<file path="src/rtl/core/vtxce_pkg.sv">
// Types, codes and frame helpers of the video transmitter command exchanger.
// Used by the top level, its port checker and the testbench; depends on nothing else.
package vtxce_pkg;

    localparam int FRAME_BYTES = 16;
    localparam int REPLY_BYTES = 15;
    localparam int SUM_SPAN    = 13;

    localparam logic [7:0]  MAGIC_BYTE   = 8'h0F;
    localparam logic [7:0]  CMD_LIMITS   = 8'h72;  // 'r'
    localparam logic [7:0]  CMD_SETTINGS = 8'h76;  // 'v'
    localparam logic [7:0]  CMD_TEMP     = 8'h73;  // 's'
    localparam logic [15:0] GUARD_RESET   = 16'd500;
    localparam logic [15:0] TIMEOUT_RESET = 16'd500;
    localparam logic [15:0] COUNT_MAX     = 16'hFFFF;

    // Configuration register indexes.
    localparam logic CFG_GUARD   = 1'b0;
    localparam logic CFG_TIMEOUT = 1'b1;

    // Result status codes.
    localparam logic [1:0] ST_IDLE    = 2'd0;
    localparam logic [1:0] ST_WAITING = 2'd1;
    localparam logic [1:0] ST_SUCCESS = 2'd2;
    localparam logic [1:0] ST_ERROR   = 2'd3;

    // Reply kinds.
    localparam logic [1:0] KIND_NONE     = 2'd0;
    localparam logic [1:0] KIND_LIMITS   = 2'd1;
    localparam logic [1:0] KIND_SETTINGS = 2'd2;
    localparam logic [1:0] KIND_TEMP     = 2'd3;

    typedef enum logic [1:0] {
        OP_REQUEST = 2'd0,
        OP_RX_BYTE = 2'd1,
        OP_TICK    = 2'd2
    } t_opcode;

    typedef enum logic [5:0] {
        PH_IDLE  = 6'b000001,
        PH_ERROR = 6'b000010,
        PH_INIT  = 6'b000100,
        PH_ECHO  = 6'b001000,
        PH_MAGIC = 6'b010000,
        PH_REPLY = 6'b100000
    } t_phase;

    typedef struct packed {
        logic        tx_valid;
        logic [7:0]  tx_byte;
        logic        last;
        logic [1:0]  status;
        logic [1:0]  report_kind;
        logic [15:0] word_a;
        logic [15:0] word_b;
        logic [15:0] word_c;
        logic [7:0]  byte_a;
        logic [7:0]  byte_b;
    } t_result;

    function automatic logic [7:0] frame_byte(input logic [3:0] idx,
                                              input logic [7:0] cmd,
                                              input logic [15:0] value);
        logic [7:0] sum;
        sum = cmd + value[7:0] + value[15:8];
        case (idx)
            4'd0:    frame_byte = MAGIC_BYTE;
            4'd1:    frame_byte = cmd;
            4'd2:    frame_byte = value[7:0];
            4'd3:    frame_byte = value[15:8];
            4'd14:   frame_byte = sum;
            default: frame_byte = 8'h00;
        endcase
    endfunction

    function automatic logic is_query(input logic [7:0] cmd);
        is_query = (cmd == CMD_LIMITS) || (cmd == CMD_SETTINGS) || (cmd == CMD_TEMP);
    endfunction

endpackage

</file>
<file path="src/rtl/core/video_tx_command_exchanger.sv">
// Top level of the video transmitter command exchanger: frame builder, echo and
// reply checker, millisecond counters and result register. Uses vtxce_pkg.
//
// Usage: the slave stream carries requests, received line bytes and 1 ms ticks,
// selected by s_axis_tuser. Each request's state update is done between the
// input handshake and the result register, so its result is registered and
// shows on the master stream in the cycle after the request is accepted.
// A request that leaves one result (status only, tlast high) lets the next
// request follow in the next cycle: one request per cycle while the receiver
// takes the results. A request that lets the frame go out leaves 16 results
// (tuser high, the frame bytes in order, tlast on the last); they leave the
// result register one per cycle unless the receiver stalls, and the slave side
// stays not ready until the last frame byte sits in the result register.
// The single result register parts the two sides: a new request is taken while
// the current result is being taken in the same cycle. When the receiver stalls
// the result holds and the slave side stalls with it.
// A synchronous active-low reset returns to idle with both counters at zero and
// both timing registers at 500 ms; the reply bytes hold no reset value.
// Configuration writes take effect at the clock edge of the write.
module video_tx_command_exchanger (
    input  logic        i_clk,
    input  logic        i_rst_n,
    input  logic        i_cfg_we,
    input  logic        i_cfg_addr,
    input  logic [15:0] i_cfg_wdata,
    input  logic        s_axis_tvalid,
    output logic        s_axis_tready,
    // [7:0] request_cmd, [23:8] request_value, [31:24] rx_byte
    input  logic [31:0] s_axis_tdata,
    // [1:0] opcode
    input  logic [1:0]  s_axis_tuser,
    output logic        m_axis_tvalid,
    input  logic        m_axis_tready,
    // [7:0] tx_byte, [9:8] status, [11:10] report_kind, [27:12] word_a,
    // [43:28] word_b, [59:44] word_c, [67:60] byte_a, [75:68] byte_b, zero pad
    output logic [79:0] m_axis_tdata,
    // [0] tx_valid
    output logic [0:0]  m_axis_tuser,
    output logic        m_axis_tlast
);
    import vtxce_pkg::*;

    logic [15:0] r_guard_ms;
    logic [15:0] r_timeout_ms;

    t_phase      r_phase, n_phase;
    logic [7:0]  r_held_cmd, n_held_cmd;
    logic [15:0] r_held_value, n_held_value;
    logic [3:0]  r_echo_idx, n_echo_idx;
    logic [3:0]  r_reply_idx, n_reply_idx;
    logic [7:0]  r_reply_sum, n_reply_sum;
    logic [15:0] r_since_read, n_since_read;
    logic [15:0] r_since_send, n_since_send;
    logic [7:0]  r_store [0:REPLY_BYTES-1];

    logic        r_burst;
    logic [3:0]  r_tx_idx;
    logic        r_out_valid;
    t_result     r_out;

    logic        in_accept;
    logic        out_free;
    logic        burst_load;
    logic        store_we;
    logic        send;
    logic        done;
    logic        in_flight;
    t_opcode     op;
    logic [7:0]  rx_d;
    logic [15:0] read_inc, send_inc;
    t_result     single_res;
    t_result     burst_res;
    t_result     first_res;

    assign op       = t_opcode'(s_axis_tuser);
    assign rx_d     = s_axis_tdata[31:24];
    assign out_free = !r_out_valid || m_axis_tready;

    assign s_axis_tready = !r_burst && out_free;
    assign in_accept     = s_axis_tvalid && s_axis_tready;
    assign burst_load    = r_burst && out_free;

    assign in_flight = (r_phase == PH_ECHO) || (r_phase == PH_MAGIC) || (r_phase == PH_REPLY);
    assign read_inc  = (r_since_read == COUNT_MAX) ? r_since_read : r_since_read + 16'd1;
    assign send_inc  = (r_since_send == COUNT_MAX) ? r_since_send : r_since_send + 16'd1;
    assign store_we  = in_accept && (op == OP_RX_BYTE) && (r_phase == PH_REPLY);

    always_comb begin
        n_phase      = r_phase;
        n_held_cmd   = r_held_cmd;
        n_held_value = r_held_value;
        n_echo_idx   = r_echo_idx;
        n_reply_idx  = r_reply_idx;
        n_reply_sum  = r_reply_sum;
        n_since_read = r_since_read;
        n_since_send = r_since_send;
        done         = 1'b0;
        send         = 1'b0;
        single_res   = '0;

        case (op)
            OP_REQUEST: begin
                n_held_cmd   = s_axis_tdata[7:0];
                n_held_value = s_axis_tdata[23:8];
                n_phase      = PH_INIT;
                n_since_read = '0;
            end
            OP_TICK: begin
                n_since_send = send_inc;
                n_since_read = read_inc;
                if (in_flight && (read_inc > r_timeout_ms)) begin
                    n_phase = PH_ERROR;
                end
            end
            OP_RX_BYTE: begin
                if (in_flight) begin
                    n_since_read = '0;
                    unique case (r_phase)
                        PH_ECHO: begin
                            if (frame_byte(r_echo_idx, r_held_cmd, r_held_value) != rx_d) begin
                                n_phase = PH_ERROR;
                            end else begin
                                n_echo_idx = r_echo_idx + 4'd1;
                                if (r_echo_idx == 4'(FRAME_BYTES - 1)) begin
                                    if (is_query(r_held_cmd)) begin
                                        n_phase = PH_MAGIC;
                                    end else begin
                                        n_phase = PH_IDLE;
                                        done    = 1'b1;
                                    end
                                end
                            end
                        end
                        PH_MAGIC: begin
                            if (rx_d != MAGIC_BYTE) begin
                                n_phase = PH_ERROR;
                            end else begin
                                n_phase     = PH_REPLY;
                                n_reply_idx = '0;
                                n_reply_sum = '0;
                            end
                        end
                        PH_REPLY: begin
                            if (r_reply_idx < 4'(SUM_SPAN)) begin
                                n_reply_sum = r_reply_sum + rx_d;
                            end
                            n_reply_idx = r_reply_idx + 4'd1;
                            // The byte taken now is the trailing zero of the reply.
                            if (r_reply_idx == 4'(REPLY_BYTES - 1)) begin
                                if ((r_store[13] != r_reply_sum) || (rx_d != 8'h00)) begin
                                    n_phase = PH_ERROR;
                                end else begin
                                    n_phase = PH_IDLE;
                                    done    = 1'b1;
                                    case (r_store[0])
                                        CMD_LIMITS: begin
                                            single_res.report_kind = KIND_LIMITS;
                                            single_res.word_a = {r_store[2], r_store[1]};
                                            single_res.word_b = {r_store[4], r_store[3]};
                                            single_res.word_c = {r_store[6], r_store[5]};
                                        end
                                        CMD_SETTINGS: begin
                                            single_res.report_kind = KIND_SETTINGS;
                                            single_res.word_a = {r_store[2], r_store[1]};
                                            single_res.word_b = {r_store[4], r_store[3]};
                                            single_res.byte_a = r_store[5];
                                            single_res.byte_b = r_store[6];
                                            single_res.word_c = {r_store[8], r_store[7]};
                                        end
                                        CMD_TEMP: begin
                                            single_res.report_kind = KIND_TEMP;
                                            single_res.word_a = {r_store[2], r_store[1]};
                                        end
                                        default: begin
                                            single_res.report_kind = KIND_NONE;
                                        end
                                    endcase
                                end
                            end
                        end
                        default: begin
                        end
                    endcase
                end
            end
            default: begin
            end
        endcase

        // The send check runs at the end of every request.
        if ((n_phase == PH_INIT) && (n_since_send > r_guard_ms)) begin
            send         = 1'b1;
            n_since_send = '0;
            n_echo_idx   = '0;
            n_reply_idx  = '0;
            n_reply_sum  = '0;
            n_phase      = PH_ECHO;
        end

        single_res.tx_valid = 1'b0;
        single_res.tx_byte  = '0;
        single_res.last     = 1'b1;
        if (done) begin
            single_res.status = ST_SUCCESS;
        end else if (n_phase == PH_IDLE) begin
            single_res.status = ST_IDLE;
        end else if (n_phase == PH_ERROR) begin
            single_res.status = ST_ERROR;
        end else begin
            single_res.status = ST_WAITING;
        end
    end

    always_comb begin
        first_res          = '0;
        first_res.tx_valid = 1'b1;
        first_res.tx_byte  = MAGIC_BYTE;
        first_res.status   = ST_WAITING;

        burst_res          = '0;
        burst_res.tx_valid = 1'b1;
        burst_res.tx_byte  = frame_byte(r_tx_idx, r_held_cmd, r_held_value);
        burst_res.last     = (r_tx_idx == 4'(FRAME_BYTES - 1));
        burst_res.status   = ST_WAITING;
    end

    always_ff @(posedge i_clk) begin
        if (!i_rst_n) begin
            r_guard_ms   <= GUARD_RESET;
            r_timeout_ms <= TIMEOUT_RESET;
        end else if (i_cfg_we) begin
            if (i_cfg_addr == CFG_GUARD) begin
                r_guard_ms <= i_cfg_wdata;
            end else begin
                r_timeout_ms <= i_cfg_wdata;
            end
        end
    end

    always_ff @(posedge i_clk) begin
        if (!i_rst_n) begin
            r_phase      <= PH_IDLE;
            r_held_cmd   <= '0;
            r_held_value <= '0;
            r_echo_idx   <= '0;
            r_reply_idx  <= '0;
            r_reply_sum  <= '0;
            r_since_read <= '0;
            r_since_send <= '0;
        end else if (in_accept) begin
            r_phase      <= n_phase;
            r_held_cmd   <= n_held_cmd;
            r_held_value <= n_held_value;
            r_echo_idx   <= n_echo_idx;
            r_reply_idx  <= n_reply_idx;
            r_reply_sum  <= n_reply_sum;
            r_since_read <= n_since_read;
            r_since_send <= n_since_send;
        end
    end

    always_ff @(posedge i_clk) begin
        if (store_we) begin
            r_store[r_reply_idx] <= rx_d;
        end
    end

    // Result register and frame byte sequencer.
    always_ff @(posedge i_clk) begin
        if (!i_rst_n) begin
            r_out_valid <= 1'b0;
            r_burst     <= 1'b0;
            r_tx_idx    <= '0;
        end else begin
            if (in_accept) begin
                r_out_valid <= 1'b1;
                if (send) begin
                    r_burst  <= 1'b1;
                    r_tx_idx <= 4'd1;
                end
            end else if (burst_load) begin
                r_out_valid <= 1'b1;
                r_tx_idx    <= r_tx_idx + 4'd1;
                if (r_tx_idx == 4'(FRAME_BYTES - 1)) begin
                    r_burst <= 1'b0;
                end
            end else if (m_axis_tready) begin
                r_out_valid <= 1'b0;
            end
        end
    end

    always_ff @(posedge i_clk) begin
        if (in_accept) begin
            if (send) begin
                r_out <= first_res;
            end else begin
                r_out <= single_res;
            end
        end else if (burst_load) begin
            r_out <= burst_res;
        end
    end

    assign m_axis_tvalid = r_out_valid;
    assign m_axis_tuser  = r_out.tx_valid;
    assign m_axis_tlast  = r_out.last;
    assign m_axis_tdata  = {4'b0000, r_out.byte_b, r_out.byte_a, r_out.word_c,
                            r_out.word_b, r_out.word_a, r_out.report_kind,
                            r_out.status, r_out.tx_byte};

endmodule

</file>
<file path="config.mk">
export PLATFORM = sky130hd
export DESIGN_NAME = video_tx_command_exchanger
export DESIGN_NICKNAME = d
export VERILOG_FILES = /design/src/rtl/core/vtxce_pkg.sv /design/src/rtl/core/video_tx_command_exchanger.sv
export SDC_FILE = /design/constraint.sdc
export NUM_CORES = 1
export LEC_CHECK = 0
export BUFFER_PORTS_ARGS = -buffer_cell sky130_fd_sc_hd__buf_2
export CAP_MARGIN = 20
export CORE_UTILIZATION = 55
export DETAILED_ROUTE_END_ITERATION = 6
export PLACE_DENSITY = 0.78
export SLEW_MARGIN = 10
export SYNTH_ARGS = -nofsm -noshare
export SYNTH_HDL_FRONTEND = slang
export SYNTH_SLANG_ARGS = --single-unit
</file>
<file path="constraint.sdc">
create_clock -name i_clk -period 12.8 [get_ports i_clk]
set_clock_uncertainty 0.2 [all_clocks]
set_input_delay 1.92 -clock i_clk [delete_from_list [all_inputs] [get_ports i_clk]]
set_output_delay 1.92 -clock i_clk [all_outputs]
set_load 0.1 [all_outputs]
</file>
==> key figures, run 1 <==
Placement
  • Final Wtd Congestion: 0.8910
  • Placement Setup Slack: 5991 ps
  • Detail Placement HPWL: 19,970 um
  • Placed Cells: 1,698
  • # port buffers: 135

Yosys
  • Yosys cell types: 83
  • Register bit count reported by yosys: 274
  • Sequential-to-total area share from yosys stat: 51.98%
  • Post-synth ARST share: 0%
  • Mapped cell area: 13,600 um^2
  • Synth Instances: 1,299
  • Yosys warns: 0
  • Most used DFF post-synth: edfxtp_1
  • Synthesized area per cell: 10.47 um^2
  • Post-synth EDFFs: 158

Route
  • DRC Markers: 0
  • Routed wire length: 29,730 um
  • Vias per cell: 5.795
  • Drt first pass iters: 6
  • Initial drt markers: 746
  • Via count: 10,150
  • WL/cell: 16.97 um
  • Post-route ant nets: 0

Global routing
  • Initial antenna violation count: 2
  • Largest net degree at the start of global routing: 106
  • Vias in the first global route: 9,427
  • GRT Util Overall: 23.15%
  • First-pass GRT wire length: 47,750 um
  • Grt ovf: 0

Final layout
  • # fillers: 1,917
  • FF+latch area: 7067 um^2
  • Final net count: 1,530
  • Share of post-route cells with drive strength above 1: 15.01%
  • Layout Utilization: 63.76%
  • Non-filler cells, final: 1,752
  • Area of the multi-input gates: 6073 um^2
  • Layout area overhead: 13.71%

Clock tree
  • Clk slew on worst S/H paths: 60 ps
  • Deepest clock path buffer count: 3
  • CTS buffer count: 28
  • Sink Count: 274
  • Post-CTS Setup Bufs: 0
  • Post-CTS Resized: 0
  • Worst-skew pair later-pin latency: 560 ps
  • Root buf cell: clkbuf_16
  • Depth of the CTS H-tree: 1
  • Post-CTS Hold Fix Bufs: 0
  • CTS tree: built

Worst setup path
  • CP max FO: 37
  • CP bufs+invs: 1
  • Max stage delay on crit path: 800 ps
  • Most frequent CP cell: and3_1
  • Crit path kind: in2reg
  • Worst EP arrival: 6410 ps
  • CP required: 12,910 ps
  • CP delay by family, top: simple AND/OR/NAND/NOR gates
  • Slowest-stage cell, CP: and4b_1
  • CP startpoint kind: primary input
  • Worst-path cell chain: buf_2 -> nor2_1 -> nor2_1 -> o21a_1 -> and3_1 -> and3_1 -> nand3_1 -> xnor2_1 -> ha_1 -> nand2_1 -> nor3_1 -> o22ai_1 -> a21oi_1 -> nand4_4 -> and4b_1 -> and3_1
  • Worst setup EP type: flop

Floorplanning
  • IO Count: 140
  • Die area: 25,350 um^2
  • Rows: 57
  • Initial Util: 56.07%
  • Core Area: 24,250 um^2
  • Die width: 159.2 um
  • Die Span Y: 159.2 um

Power and ir drop
  • Int Pwr: 1517 uW
  • Sw Pwr: 525.5 uW
  • Clock Power Share: 42.8%
  • PD cells: 132.1 nW/um^2
  • Flop pwr share: 47.2%
  • Comb pwr share: 10.0%
  • Worst vdd ir: 109.7 uV
  • Switching share of power: 25.73%
  • Leak: 0.005960 uW

Timing
  • Final Critical Period: 6301 ps
  • Final WS setup: 6499 ps
  • Worst-margin pin slew: 1056 ps
  • Final worst path period share: 49.23%
  • Final setup vio count: 0
  • Total negative setup slack: 0 ps
  • Max-slew violation count: 0
  • Final Hold Viols: 0
  • Slew margin rel.: 29.35%
  • Min Hold Slack: 267.8 ps
  • RSZ-0062 raised after global routing: false
  • Max Clock Freq: 158.7 MHz

Status
  • Outcome: finished clean

Min path
  • Hold Path Class: reg2reg

Run
  • Max-cap viol count: 0
Yosys cell counts (34+ instances only):
master | number | area share, %
inv_1 | 45 | 1.2
nand2_1 | 181 | 5.0
o21ai_0 | 34 | 1.3
edfxtp_1 | 158 | 35
nand3_1 | 43 | 1.6
a21boi_0 | 59 | 3.3
and3_1 | 39 | 1.8
ha_1 | 60 | 5.5
and2_1 | 49 | 2.3
a21oi_1 | 39 | 1.4
clkbuf_1 | 39 | 1.1
dfxtp_1 | 116 | 17
nor2_1 | 68 | 1.9
power groups by stage:
stage,combinational [uW],clock [uW],sequential [uW]
floorplan,66.3,0,1070
global placement,202,0,982
detailed placement,204,0,982
CTS,205,889,963
global route,216,919,965
finish,204,874,963
area by class of cell:
cell class / instances / share of cell area (%)
Antenna cell: 2 / 0.03237
Clock buffer: 31 / 4.807
Clock inverter: 20 / 1.740
Inverter: 45 / 1.093
Multi-Input combinational cell: 914 / 39.28
Sequential cell: 274 / 45.71
Tap cell: 324 / 2.622
Timing Repair Buffer: 142 / 4.710
cell families (layout without fill, tap and decap cells):
| group | count (synthesis) | after routing | synth area share [%] |
|---|---|---|---|
| flip-flops | 274 | 274 | 51.98 |
| multiplexers | 32 | 32 | 2.374 |
| AND/OR/NAND/NOR | 495 | 495 | 18.46 |
| adder cells (fa/ha/maj) | 69 | 69 | 6.847 |
| AO/OA/AOI/OAI | 265 | 265 | 13.67 |
| buffers and inverters | 114 | 238 | 3.488 |
| XOR/XNOR | 49 | 49 | 3.157 |
| other | 1 | 6 | 0.02758 |
registers in the layout (all words and copies together), names as in the netlist:
register / flops
r_store: 80
r_held_value: 16
r_reply_sum: 8
r_burst: 1
m_axis_tlast: 1
m_axis_tvalid: 1
r_tx_idx: 4
r_since_read: 16
r_guard_ms: 16
r_held_cmd: 8
r_since_send: 16
r_echo_idx: 4
r_reply_idx: 4
m_axis_tuser: 1
r_phase: 6
m_axis_tdata: 76
r_timeout_ms: 16
metal layers:
metal  track usage, %  share of wire [%]  up-vias
li1                 -                  -     4921
met1            31.62                 44     4788
met2            38.12                 47      383
met3            3.178                6.1       61
met4            7.780                2.9        0
met5                0                  0        -
worst register-to-register path, stage by stage, from the launching register on:
cell,delay (ps)
dfxtp_1,440
nand4_1,200
nor4_2,700
nand3_1,550
nand2_1,330
nor2_1,80
xnor2_1,220
ha_1,310
a2111oi_0,400
a311o_1,260
a21oi_1,100
a22oi_1,380
nand4_4,630
and4b_1,820
and3_1,370
per-stage QoR:
stage	total power, uW	cell area, um^2
after floorplan	1140	13610
after detailed placement	1186	14440
final	2042	15460
after global routing	2101	15460
after global placement	1184	14430
after CTS	2057	15450
cell usage in the layout (no fill, tap or decap), types with 21 or more instances in the layout:
cell         n
a21oi_1     39
nor2b_1     21
nand2_1    180
nand4_1     28
a21boi_0    59
inv_1       45
nand3_1     43
and2_1      49
and3_1      39
xnor2_1     28
buf_2      135
o21ai_0     34
ha_1        60
nor2_1      68
mux2i_1     30
dfxtp_1    116
clkbuf_16   29
xor2_1      21
edfxtp_1   158
path summary, 6_finish.rpt:
kind	start	endpoint	slack, ps	depth (start not counted)
max	s_axis_tuser[1]	m_axis_tdata[70]$_SDFFCE_PP0P_	6500	16
min	r_timeout_ms[1]$_SDFFE_PN0P_	r_timeout_ms[1]$_SDFFE_PN0P_	270	2
max reg2reg	r_since_read[3]$_SDFFE_PN0P_	m_axis_tdata[70]$_SDFFCE_PP0P_	6580	14
min reg2reg	r_timeout_ms[1]$_SDFFE_PN0P_	r_timeout_ms[1]$_SDFFE_PN0P_	270	2
Power figures use the tool's default switching activity.
==> run 2, diff against run 1 <==
==> constraint.sdc (replaced) <==
create_clock -name i_clk -period 6.43 [get_ports i_clk]
set_clock_uncertainty 0.2 [all_clocks]
set_input_delay 0.9645 -clock i_clk [delete_from_list [all_inputs] [get_ports i_clk]]
set_output_delay 0.9645 -clock i_clk [all_outputs]
set_load 0.1 [all_outputs]
==> key figures, run 2 (synthesis gave the netlist of run 1 again) <==
Status
  • Outcome: finished clean

Min path
  • Hold Path Class: reg2reg
  • Hold Crit Depth: 2 (unchanged)

Route
  • Via count: 10,130 (-0.26%)
  • Met2 routed WL: 13,890 um (+0.20%)
  • M1 WL: 12,950 um (-2.0%)
  • DRC Markers: 0 (unchanged)
  • Top sig layer: met4
  • Initial drt markers: 760 (+1.9%)
  • Routed wire length: 29,470 um (-0.88%)
  • Vias per cell: 5.777 (-0.31%)
  • Met3 routed WL: 1996 um (+11%)
  • Drt first pass iters: 6 (unchanged)
  • WL/cell: 16.81 um (-0.93%)
  • Post-route ant nets: 0 (unchanged)

Final layout
  • Area of the multi-input gates: 6073 um^2 (unchanged)
  • # fillers: 1,963 (+2.4%)
  • Layout area overhead: 13.10%
  • Most frequent cells in the layout: 180 x nand2_1, 158 x edfxtp_1, 135 x buf_2
  • Reg with most FFs: r_store
  • Finished Cell Area: 15,380 um^2 (-0.54%)
  • Most common cell after layout, fill and taps aside: nand2_1
  • Share of post-route cells with drive strength above 1: 14.52% (-0.49 points)
  • Max reg flops: 80 (unchanged)
  • Final net count: 1,531 (+0.065%)
  • FF+latch area: 7067 um^2 (unchanged)

Timing
  • Final worst path period share: 89.85%
  • RSZ-0062 raised after global routing: false
  • Final Critical Period: 5778 ps
  • Worst-margin pin slew: 1038 ps (-18.27 ps)
  • Max-slew violation count: 0 (unchanged)
  • Total negative setup slack: 0 ps (unchanged)
  • Final setup vio count: 0 (unchanged)
  • Slew margin rel.: 30.79% (+1.4 points)
  • Final Hold Viols: 0 (unchanged)
  • Max Clock Freq: 173.1 MHz

Clock tree
  • Post-CTS Setup Bufs: 0 (unchanged)
  • Post-CTS Hold Fix Bufs: 0 (unchanged)
  • CTS tree: built
  • CTS buffer count: 28 (unchanged)
  • Deepest clock path buffer count: 3 (unchanged)
  • Worst-skew pair later-pin latency: 550 ps (about the same)
  • Post-CTS Resized: 0 (unchanged)
  • Depth of the CTS H-tree: 1 (unchanged)
  • Sink Count: 274 (unchanged)
  • Clk slew on worst S/H paths: 60 ps (about the same)
  • Root buf cell: clkbuf_16

Worst setup path
  • CP max FO: 32 (-14%)
  • Max stage delay on crit path: 660 ps (-140 ps)
  • CP required: 6530 ps (-6380 ps)
  • Worst EP arrival: 5880 ps (-530 ps)
  • Worst-path cell chain: nand4_1 -> nor4_2 -> nand3_1 -> nand2_1 -> nor2_1 -> xnor2_1 -> ha_1 -> a2111oi_0 -> a311o_1 -> a21oi_1 -> a22oi_1 -> nand4_4 -> and4b_1 -> and3_1
  • Worst setup EP type: flop
  • Slowest-stage cell, CP: and4b_1
  • CP startpoint kind: flop
  • FF-to-FF path depth: 14 (unchanged)
  • Crit path kind: reg2reg

Power and ir drop
  • PD cells: 254.4 nW/um^2 (+93%)
  • Overall power: 3911 uW (+92%)
  • Leak: 0.005920 uW (-0.67%)
  • Worst vdd ir: 225.9 uV (+110%)

Floorplanning
  • Die Span Y: 159.2 um (unchanged)
  • IO Count: 140 (unchanged)
  • Initial Util: 56.07% (unchanged)
  • Core Area: 24,250 um^2 (unchanged)
  • Die area: 25,350 um^2 (unchanged)
  • Rows: 57 (unchanged)
  • Die width: 159.2 um (unchanged)

Placement
  • Final Wtd Congestion: 0.9057 (+1.6%)
  • # port buffers: 135 (unchanged)
  • Post-DP Area: 14,450 um^2 (about the same)
  • Detail Placement HPWL: 20,200 um (+1.1%)

Global routing
  • Vias in the first global route: 9,448 (+0.22%)
  • GRT Util Overall: 22.95% (-0.20 points)
  • First-pass GRT wire length: 47,250 um (-1.0%)
  • Initial antenna violation count: 2 (unchanged)
  • Largest net degree at the start of global routing: 84 (-21%)
  • Grt ovf: 0 (unchanged)

Run
  • Max-cap viol count: 0 (unchanged)
## run 2: power by group
group / internal [uW] / switching (uW) / total [uW]
sequential: 1900 / 22.1 / 1920
combinational: 80.3 / 327 / 407
clock: 927 / 658 / 1590
## run 2: final timing paths
check | startpoint | to | slack, ps
hold / removal | r_guard_ms[11]$_SDFFE_PN0P_ | r_guard_ms[11]$_SDFFE_PN0P_ | 270
setup / recovery | r_since_read[3]$_SDFFE_PN0P_ | m_axis_tdata[68]$_SDFFCE_PP0P_ | 650
setup reg to reg | r_since_read[3]$_SDFFE_PN0P_ | m_axis_tdata[68]$_SDFFCE_PP0P_ | 650
hold reg to reg | r_guard_ms[11]$_SDFFE_PN0P_ | r_guard_ms[11]$_SDFFE_PN0P_ | 270
## run 2: per-layer routing
metal  global-route usage (%)  up-vias
met4                    6.687        0
met5                        0        -
met1                    30.98     4794
met3                    3.933       44
met2                    38.08      372
li1                         -     4917
## run 2: cell type report
type | instances | share of cell area [%]
multi-input combinational | 914 | 39.50
clock buffer | 36 | 5.013
sequential | 274 | 45.96
timing repair buffer | 143 | 4.785
inverter | 45 | 1.099
tap | 324 | 2.637
clock inverter | 14 | 0.9602
antenna | 3 | 0.04882
## run 2: critical path, delay by kind of cell, from the launching register on
| kind | cells | cell delay, ps |
|---|---|---|
| AND/OR/NAND/NOR | 8 | 3180 |
| AO/OA/AOI/OAI | 4 | 1210 |
| flip-flops | 1 | 440 |
| XOR/XNOR | 1 | 200 |
| adder cells (fa/ha/maj) | 1 | 290 |
## run 2: metrics by stage
stage               hold WS [ps]  cells  setup slack [ps]  utilization [%]
CTS                        267.3   1749             801.6            63.36
global placement           255.1   1699              1017            59.57
detailed placement         259.4   1699             809.9            59.57
floorplan                  243.5   1302             952.7                -
global route               279.3   1751             137.9            63.39
finish                     266.5   1753             652.5            63.41
